## src/sv/rth_pkg.sv

```systemverilog
`default_nettype none
package rth_pkg;

  // earth model and fixed-point constants
  localparam int unsigned EARTH_RADIUS_M = 6371000;
  localparam logic [63:0] PI_Q60         = 64'h3243F6A8885A308D;
  localparam logic [63:0] PI_Q45         = PI_Q60 >> 15;
  localparam logic [29:0] GAIN_INV_Q30   = 30'd652032874;

  // datapath widths
  localparam int unsigned XW  = 34;  // rotation x/y, Q30
  localparam int unsigned ZW  = 64;  // rotation angle, Q60
  localparam int unsigned PW  = 57;  // range times sine/cosine
  localparam int unsigned SW  = 58;  // r1 sum
  localparam int unsigned VW  = 54;  // vectoring x/y, Q24
  localparam int unsigned CIW = 3;   // config index width
  localparam int unsigned CDW = 22;  // config data width

  // config register indexes
  typedef enum logic [CIW-1:0] {
    REG_RANGE_MIN  = 3'd0,
    REG_RANGE_MAX  = 3'd1,
    REG_ELEV_MIN   = 3'd2,
    REG_ELEV_MAX   = 3'd3,
    REG_AZIM_MIN   = 3'd4,
    REG_AZIM_MAX   = 3'd5,
    REG_SITE_H_MIN = 3'd6,
    REG_SITE_H_MAX = 3'd7
  } cfg_reg_t;

  // rotation pipeline payload
  typedef struct packed {
    logic                 valid;
    logic                 inv;
    logic                 negcos;
    logic [21:0]          rng;
    logic signed [17:0]   hgt;
    logic signed [XW-1:0] x;
    logic signed [XW-1:0] y;
    logic signed [ZW-1:0] z;
  } rot_t;

  // vectoring pipeline payload
  typedef struct packed {
    logic                 valid;
    logic                 inv;
    logic signed [VW-1:0] x;
    logic signed [VW-1:0] y;
  } vec_t;

  // arctan(2^-i) in Q60 from the truncated series
  function automatic logic [63:0] atan_q60(input int unsigned i);
    logic [63:0] acc;
    logic [63:0] term;
    int unsigned ex;
    acc = 64'd0;
    if (i == 0) begin
      return PI_Q60 >> 2;
    end
    for (int unsigned k = 0; k < 32; k++) begin
      ex = i * (2 * k + 1);
      if (ex <= 60) begin
        term = (64'd1 << (60 - ex)) / 64'(2 * k + 1);
        if (k[0]) begin
          acc = acc - term;
        end else begin
          acc = acc + term;
        end
      end
    end
    return acc;
  endfunction

endpackage
`default_nettype wire

```

## src/sv/rth_vec_stage.sv

```systemverilog
`default_nettype none
module rth_vec_stage
  import rth_pkg::*;
#(
  parameter int unsigned IDX = 0
) (
  input  wire logic clk,
  input  wire logic rst_n,
  input  wire logic en,
  input  vec_t      vec_i,
  output vec_t      vec_o
);

  vec_t                 vec_r, vec_nxt;
  logic signed [VW-1:0] dx, dy;

  assign dx = vec_i.y >>> IDX;
  assign dy = vec_i.x >>> IDX;

  // one micro-rotation driving y to zero
  always_comb begin
    vec_nxt = vec_i;
    if (vec_i.y >= 0) begin
      vec_nxt.x = vec_i.x + dx;
      vec_nxt.y = vec_i.y - dy;
    end else begin
      vec_nxt.x = vec_i.x - dx;
      vec_nxt.y = vec_i.y + dy;
    end
  end

  always_ff @(posedge clk) begin
    if (!rst_n) begin
      vec_r.valid <= 1'b0;
    end else if (en) begin
      vec_r.valid <= vec_nxt.valid;
    end
  end

  always_ff @(posedge clk) begin
    if (en) begin
      vec_r.inv <= vec_nxt.inv;
      vec_r.x   <= vec_nxt.x;
      vec_r.y   <= vec_nxt.y;
    end
  end

  assign vec_o = vec_r;

endmodule
`default_nettype wire

```

## config.mk

```make
export PLATFORM = sky130hd
export DESIGN_NAME = rth_vec_stage
export DESIGN_NICKNAME = d
export VERILOG_FILES = /design/src/sv/rth_pkg.sv /design/src/sv/rth_vec_stage.sv
export SDC_FILE = /design/constraint.sdc
export NUM_CORES = 1
export LEC_CHECK = 0
export BUFFER_PORTS_ARGS = -buffer_cell sky130_fd_sc_hd__buf_4
export CAP_MARGIN = 30
export CORE_MARGIN = 1.5
export CORE_UTILIZATION = 25
export DETAILED_ROUTE_END_ITERATION = 12
export REMOVE_ABC_BUFFERS = 1
export SLEW_MARGIN = 20
export SYNTH_ARGS = -nofsm -noshare
export SYNTH_HDL_FRONTEND = slang
export SYNTH_SLANG_ARGS = --single-unit
```

## constraint.sdc

```tcl
create_clock -name clk -period 7.7 [get_ports clk]
set_input_delay 1.155 -clock clk [delete_from_list [all_inputs] [get_ports clk]]
set_output_delay 1.155 -clock clk [all_outputs]
set_load 0.01 [all_outputs]
```

======== Word-level counts from Yosys, hierarchy flattened ========
Index checks and enable logic that the tools add are counted.
storage, ports and cells
  register bits ........................... 110
  bits of input ports ..................... 113
  output and inout port bits .............. 110
  word-level logic and storage cells ...... 9
operators by class
  add/sub/neg operators ................... 3
  magnitude comparators ................... 1
  multiplexer cells ....................... 1
operator list
  cell                                                                                   number
  108-bit 2-to-1 mux                                                                     1
  54-bit subtractor                                                                      2
  54-bit adder                                                                           1
  54-bit by 1-bit greater-or-equal comparator with 1-bit output (second input constant)  1

======== Depth between registers and ports, before layout ========
Gate-level depths: netlist (run 1).
  word-level depth ........................ 2
  depth in mapped cells ................... 14
  depth with buffers taken out ............ 13

======== Least setup slack after synthesis (run 1) ========
OpenSTA, ideal clock, no wires.
  path type ............................... input -> register
  from .................................... input port vec_i[0] (netlist name)
  to ...................................... register vec_r, in the netlist vec_o[50] (data pin)
  setup time .............................. 0.259 ns
  arrival ................................. 3.855 ns
  required time ........................... 7.441 ns
  path slack .............................. 3.586 ns
  stages .................................. 12
  buffers on the path ..................... 0
  path through ............................ ha_1 > fa_1 > nor2b_1 > o21a_1 > o311a_1 > nor3_4 > o211ai_2 > or3_1 > a311o_1 > a41o_1 > a32oi_1 > xnor2_1
RTL lines
  item         line                 source
  from (decl)  rth_vec_stage.sv:10  input vec_t vec_i,
  to (decl)    rth_vec_stage.sv:14  vec_t vec_r, vec_nxt;

==> results of run 1 <==
==> power groups by stage <==
stage	logic [mW]	registers, mW	clock network [mW]
after global placement	1.22	0.850	0
after floorplan	0.632	0.887	0
after detailed placement	1.22	0.850	0
after CTS	1.23	0.838	0.560
after global routing	1.33	0.846	0.576
final	1.24	0.835	0.545
==> routing by layer <==
metal  routed length, µm  GRT usage  part of all wire  vias up
met5                   0          0                 0        -
met4                1270     0.0587             0.022        0
met3                4110     0.0387             0.071       64
met2               26300      0.325              0.46      535
met1               26000      0.270              0.45     6582
li1                    -          -                 -     6433
==> worst paths after layout <==
path,cells after the start,end
worst max register to register,2,vec_o[109]
worst min-delay path,2,vec_o[109]
worst max-delay path,13,vec_o[106]
worst min register to register,2,vec_o[109]
==> area by class of cell <==
type	instances	area [µm²]	area share
clock buffer	9	225	0.0141
clock inverter	7	93.8	0.00587
inverter	163	612	0.0383
multi-input combinational	1355	9210	0.576
sequential	109	3260	0.204
tap	688	861	0.0539
timing repair buffer	228	1710	0.107
==> cell usage in the layout, fill, tap and decap left out, types with 4 or more instances in the layout <==
cell type / count
ha_1: 159
inv_1: 158
edfxtp_1: 108
buf_4: 228
nand3b_1: 8
a22oi_1: 4
nor4_1: 15
nand2b_1: 15
nor3_1: 37
nand4_1: 28
o22ai_1: 5
mux2i_1: 34
and2_1: 6
o21ai_1: 9
a211oi_1: 16
nor2_1: 142
nand3_1: 26
and3_1: 8
o21ai_0: 137
o31ai_1: 24
nor2b_1: 19
xor2_1: 6
o21bai_1: 36
a21boi_0: 7
a31oi_1: 13
or3_1: 14
a21o_1: 33
o311a_1: 4
o21a_1: 22
o31a_1: 11
or2_2: 6
a211o_1: 6
a221oi_1: 5
clkbuf_16: 9
o211ai_1: 11
a21oi_1: 219
xnor2_1: 97
nand2_1: 111
==> worst max-delay path, delay by kind of cell <==
family          cells  cell delay (ns)
fa+ha+maj           1             0.61
buf+inv             2             0.13
compound gates      7             2.37
xor+xnor            1             0.15
simple gates        2             0.65
==> per-stage QoR <==
stage                     hold WS (ns)  utilization  total power, mW  instances
after floorplan                  0.538            -             1.52       1627
after global placement           0.502        0.295             2.07       2543
after detailed placement         0.510        0.296             2.07       2543
after CTS                        0.530        0.302             2.62       2559
after global routing             0.541        0.302             2.76       2559
final                            0.525        0.302             2.62       2559
==> cell families after synthesis <==
group / count (synthesis) / share of synthesized area
and+or+nand+nor: 450 / 0.160
adders and majority gates: 162 / 0.152
buffers and inverters: 241 / 0.0767
DFF: 109 / 0.242
muxes: 34 / 0.0252
xor gates and xnor gates: 103 / 0.0668
AOI/OAI and AO/OA: 606 / 0.278
==> impl_results.md, run 1 <==
- Clk buf depth: 2
- Ranking of synthesized cells by area: edfxtp_1 (24%), ha_1 (15%), a21oi_1 (8.1%)
- Detailed-route DRC error count: 0
- Die area: 0.0554 mm²
- Initial Util: 0.255
- Max reg flops: 109
- Slowest cell delay on critical path: 0.63 ns
- Number of global-route vias before repair: 13291
- R2r setup slk: 7.11 ns
- Unique cell type count in the Yosys netlist: 83
- Die Span Y: 235 µm
- CTS Root Buffer Type: clkbuf_16
- Yosys warning count: 0
- DP Area: 0.0157 mm²
- First-pass GRT wire length: 84600 µm
- Max-cap violations: 0
- Crit. Startpoint: vec_i[15]
- Sequential power share: 0.319
- Final setup fails: 0
- Worst r2r src: vec_o[109]
- Sw Share: 0.427
- Ports: 223
- CP Data Arrival Time: 5.07 ns
- Synth top area share: 0.240
- Sequential-to-total area share from yosys stat: 0.242
- Die Wd: 235 µm
- Clk_skew: 0 ns
- Max_slew headroom: 0.407
- Reg clk slew, reported paths: 0.10 ns
- Syn Inst Count: 1705
- Synthesized cell area: 0.0135 mm²
- Largest net degree at the start of global routing: 79
- Sw power: 1.12 mW
- Layout cells sized above 1: 0.144
- Drt wl/cell: 22.5 µm
- Area leader, netlist: edfxtp_1
- PortBufs: 222
- Max Clk Rate: 203 MHz
- Area of the core: 0.0530 mm²
- # rows: 84
- Post-CTS Setup Bufs: 0
- Most common library cells after synthesis: a21oi_1 (219), ha_1 (159), inv_1 (159)
- Power per standard cell area: 164 mW/mm²
- Fillcell total: 5808
- Vias per cell: 5.32
- Req. time, crit path: 7.84 ns
- Diodes inserted: 0
- Final period util: 0.640
- Setup WS pre-CTS: 2.49 ns
- Antenna-violating nets left: 0
- Number of synthesized flops with an enable pin: 108
- Worst vdd ir: 0.134 mV
- Asr flop ratio synth: 0
- Clk network pwr share: 0.208
- Post-CTS sizing: 0
- Area Growth Syn to Fin: 18.3%
- Crit. End Element: flip-flop
- P_int: 1.50 mW
- Hold Crit Class: reg -> reg
- DR iter-0 viols: 1125
- Max-slew violation count: 0
- Fin. Hold Viols: 0
- CP Max Fanout: 15
- Final Cell Area: 0.0160 mm²
- RSZ-0062 raised after global routing: false
- HPWL after DPL: 47100 µm
- Worst-Skew Late Latency: 0.41 ns
- Synthesized flop and latch total: 109
- Final WL: 57600 µm
- CTS Buf Count: 9
- RePlAce Congestion: 0.922
- Count leader, synth: a21oi_1
- Global route overflow: 0
- Nets@finish: 2141
- Startpoint Class: input pin
- # H-tree levels: 3
- Sequence of cells on the critical path: buf_4 > inv_1 > ha_1 > nand4_1 > nor2_1 > o2bb2ai_1 > a311oi_1 > o21ai_0 > a21oi_1 > o21ai_0 > a21oi_1 > a211oi_1 > xnor2_1
- Setup Crit Path Kind: in -> reg
- Comb power frac: 0.472
- Mean Syn Cell Area: 7.92 µm²
- Detailed Routing Iterations Pass 1: 5
- HP Start: vec_o[109]
- P_leak: 6.80 nW
- Initial antenna violation count: 0
- Slowest-stage cell, CP: o21ai_0
- Post-CTS Hold Fix Bufs: 0
- Outcome: finished, final reports clean
- # clock sinks: 109
- Top_reg_cell synth: edfxtp_1
- Total track usage: 0.201
- CTS tree: yes
- Post-route minimum period: 4.93 ns
- Routed vias: 13614
- Post-Route Setup TNS: 0 ns
- Slew @ Worst Pin: 0.889 ns
- Final setup margin: 2.77 ns
(Power assumes the default switching activity.)
==> run 2: changes to the inputs <==
--- a/config.mk
+++ b/config.mk
@@ -5,6 +5,7 @@
 export SDC_FILE = /design/constraint.sdc
 export NUM_CORES = 1
 export LEC_CHECK = 0
+export ABC_AREA = 1
 export BUFFER_PORTS_ARGS = -buffer_cell sky130_fd_sc_hd__buf_4
 export CAP_MARGIN = 30
 export CORE_MARGIN = 1.5
==> constraint.sdc (replaced) <==
create_clock -name clk -period 4.2 [get_ports clk]
set_input_delay 0.63 -clock clk [delete_from_list [all_inputs] [get_ports clk]]
set_output_delay 0.63 -clock clk [all_outputs]
set_load 0.01 [all_outputs]
==> run 2 against run 1 <==
  * Sequential cell count is the same
  * Die area is 30% higher
  * Final cell count rose by 63%
  * Area after synthesis grew 31%
  * Worst setup slack lost 1.5 ns
  * Combinational power is 120% higher
  * Synthesized cell count rose by 79%
  * Largest cell class unchanged
  * Critical path depth unchanged
  * Critical path type unchanged
  * Highest routed layer is now met5
  * Clock power up 100%
  * Via count up 48%
==> impl_results.md, run 2 <==
- Req. time, crit path: 4.35 ns (-3.49 ns)
- P_leak: 11.0 nW (+62%)
- Detailed Routing Iterations Pass 1: 6 (+1)
- Initial antenna violation count: 6 (+6)
- Sequential power share: 0.279 (-0.040)
- Post-CTS Setup Bufs: 0 (unchanged)
- Clk buf depth: 2 (unchanged)
- HPWL after DPL: 70600 µm (+50%)
- Clk network pwr share: 0.206 (-0.002)
- Area leader, netlist: nand2_1
- Number of synthesized flops with an enable pin: 108 (unchanged)
- Hold Crit Class: in -> reg
- Sequential-to-total area share from yosys stat: 0.185 (-0.0568)
- Post-Route Setup TNS: 0 ns (unchanged)
- Antenna-violating nets left: 0 (unchanged)
- Max Clk Rate: 338 MHz
- CTS Buf Count: 9 (unchanged)
- Max_slew headroom: 0.437 (+0.0299)
- Final Cell Area: 0.0205 mm² (+28%)
- Yosys warning count: 0 (unchanged)
- Max-cap violations: 0 (unchanged)
- Slew @ Worst Pin: 0.836 ns (-0.0536 ns)
- Post-route minimum period: 2.96 ns
- Commonest non-fill, non-tap cell in the layout: nand2_1
- Power per standard cell area: 257 mW/mm² (+57%)
- Drt wl/cell: 19.8 µm (-12%)
- Fillcell total: 8113 (+40%)
- Setup WS pre-CTS: 0.903 ns (-1.59 ns)
- # rows: 97 (+15%)
- Final period util: 0.705
- Outcome: finished, final reports clean
- Count leader, synth: nand2_1
- RSZ-0062 raised after global routing: false
- Total power: 5.26 mW (+100%)
- Sw Share: 0.467 (+0.0400)
- RePlAce Congestion: 1.07 (+16%)
- Total track usage: 0.223 (+0.0217)
- Routed vias: 20175 (+48%)
- Initial Util: 0.252 (-0.00247)
- # clock sinks: 109 (unchanged)
- CP Max Fanout: 13 (-2)
- Worst vdd ir: 0.197 mV (+47%)
- Asr flop ratio synth: 0 (unchanged)
- Worst-Skew Late Latency: 0.40 ns (about the same)
- Most common library cells after synthesis: nand2_1 (1036), inv_1 (580), nand3_1 (269)
- Crit. End Element: flip-flop
- Hold slack: 0.405 ns (-0.121 ns)
- Area of the core: 0.0699 mm² (+32%)
- Placed cells: 4145 (+63%)
- Detailed-route DRC error count: 0 (unchanged)
- CTS tree: yes
- Synthesized cell area: 0.0176 mm² (+31%)
- PortBufs: 222 (unchanged)
- Most frequent cells in the layout: nand2_1 (1036), inv_1 (579), nand3_1 (269)
- Reg clk slew, reported paths: 0.09 ns (about the same)
- Final setup margin: 1.24 ns (-1.53 ns)
- Synth top area share: 0.220 (-0.0198)
- # H-tree levels: 3 (unchanged)
- Nets@finish: 3491 (+63%)
- Number of global-route vias before repair: 18665 (+40%)
- Comb power frac: 0.514 (+0.042)
- Ports: 223 (unchanged)
- Post-CTS sizing: 0 (unchanged)
- Die area: 0.0722 mm² (+30%)
- Unique cell type count in the Yosys netlist: 47 (-43%)
- P_int: 2.80 mW (+87%)
- Startpoint Class: input pin
- Largest net degree at the start of global routing: 82 (+3.8%)
- Syn Inst Count: 3046 (+79%)
- Synthesized flop and latch total: 109 (unchanged)
- Final setup fails: 0 (unchanged)
- Final Util: 0.293 (-0.00879)
- CP Data Arrival Time: 3.11 ns (-1.96 ns)
- Fin. Hold Viols: 0 (unchanged)
- Max reg flops: 109 (unchanged)
- DP Area: 0.0201 mm² (+29%)
- Ranking of synthesized cells by area: nand2_1 (22%), edfxtp_1 (18%), inv_1 (12%)
- Setup Crit Path Kind: in -> reg
- Layout cells sized above 1: 0.113 (-0.0305)
- Vias per cell: 4.84 (-9.0%)
- CTS Root Buffer Type: clkbuf_16
- Die Span Y: 269 µm (+14%)
- Post-CTS Hold Fix Bufs: 0 (unchanged)
- Mean Syn Cell Area: 5.79 µm² (-27%)
- Clk_skew: 0 ns (unchanged)
- Max-slew violation count: 0 (unchanged)
- DR iter-0 viols: 1954 (+74%)
- Top_reg_cell synth: edfxtp_1
- Sw power: 2.46 mW (+120%)
- Global route overflow: 0 (unchanged)
- Final cell count without fillers: 4166 (+63%)
- First-pass GRT wire length: 118000 µm (+39%)
- Final WL: 82400 µm (+43%)
- Die Wd: 269 µm (+14%)
- R2r setup slk: 3.54 ns (-3.57 ns)
- Area Growth Syn to Fin: 16.0%
==> run 2: cell types whose count changed in the layout (fill, tap and decap cells not counted), sizes merged, moves of 38 or more <==
cell	previous run	this run
xnor2	97	0
nand3	26	271
nor2	142	256
inv	163	595
a21oi	220	182
nand2	111	1058
==> run 2: cell type report <==
type,instances,area [µm²],share of cell area
multi-input cells,2268,11700,0.570
flip-flops and latches,109,3260,0.159
inverters,593,2230,0.109
repair buffers,235,1790,0.0874
well taps,940,1180,0.0575
clock buffers,9,225,0.0110
clock inverters,7,104,0.00507
diodes,5,12.5,0.000611
==> run 2: cells by family (layout without fill, tap and decap cells) <==
logic type | Yosys count | count (layout) | share of synthesized area
simple gates | 1688 | 1688 | 0.408
buf+inv | 669 | 844 | 0.154
compound gates | 389 | 389 | 0.123
fa+ha+maj | 162 | 162 | 0.116
flops | 109 | 109 | 0.185
xor+xnor | 27 | 27 | 0.0134
mux | 2 | 2 | 0.00113
other cells | 0 | 5 | 0
==> run 2: worst paths after layout <==
path	startpoint	endpoint	depth (start not counted)
worst max register to register	vec_o[109]	vec_o[109]	2
worst min-delay path	vec_i[108]	vec_o[108]	1
worst min register to register	vec_o[109]	vec_o[109]	2
worst max-delay path	vec_i[28]	vec_o[43]	13
==> run 2: per-layer routing <==
layer | vias up | global-route usage | share of wire
li1 | 9871 | - | -
met5 | - | 0 | 0.00041
met2 | 847 | 0.357 | 0.45
met3 | 134 | 0.0377 | 0.075
met4 | 4 | 0.101 | 0.044
met1 | 9319 | 0.291 | 0.43
==> run 2: power groups by stage <==
stage / Combinational, mW / Sequential, mW / Clock [mW]
5_1_grt: 2.94 / 1.49 / 1.13
6_report: 2.71 / 1.47 / 1.09
3_5_place_dp: 2.65 / 1.50 / 0
4_1_cts: 2.66 / 1.48 / 1.12
2_1_floorplan: 1.44 / 1.55 / 0
3_3_place_gp: 2.65 / 1.50 / 0
==> run 2: worst max-delay path, stage by stage <==
cell and delay (ns):
buf_4 0.10, inv_1 0.04, ha_1 0.66, nand2_1 0.34, nor2_1 0.33, and2_1 0.26
nand2_1 0.10, nor2_1 0.15, nand2_1 0.14, nand3_1 0.11, nand2_1 0.05, nand3_1 0.08
nand2_1 0.11
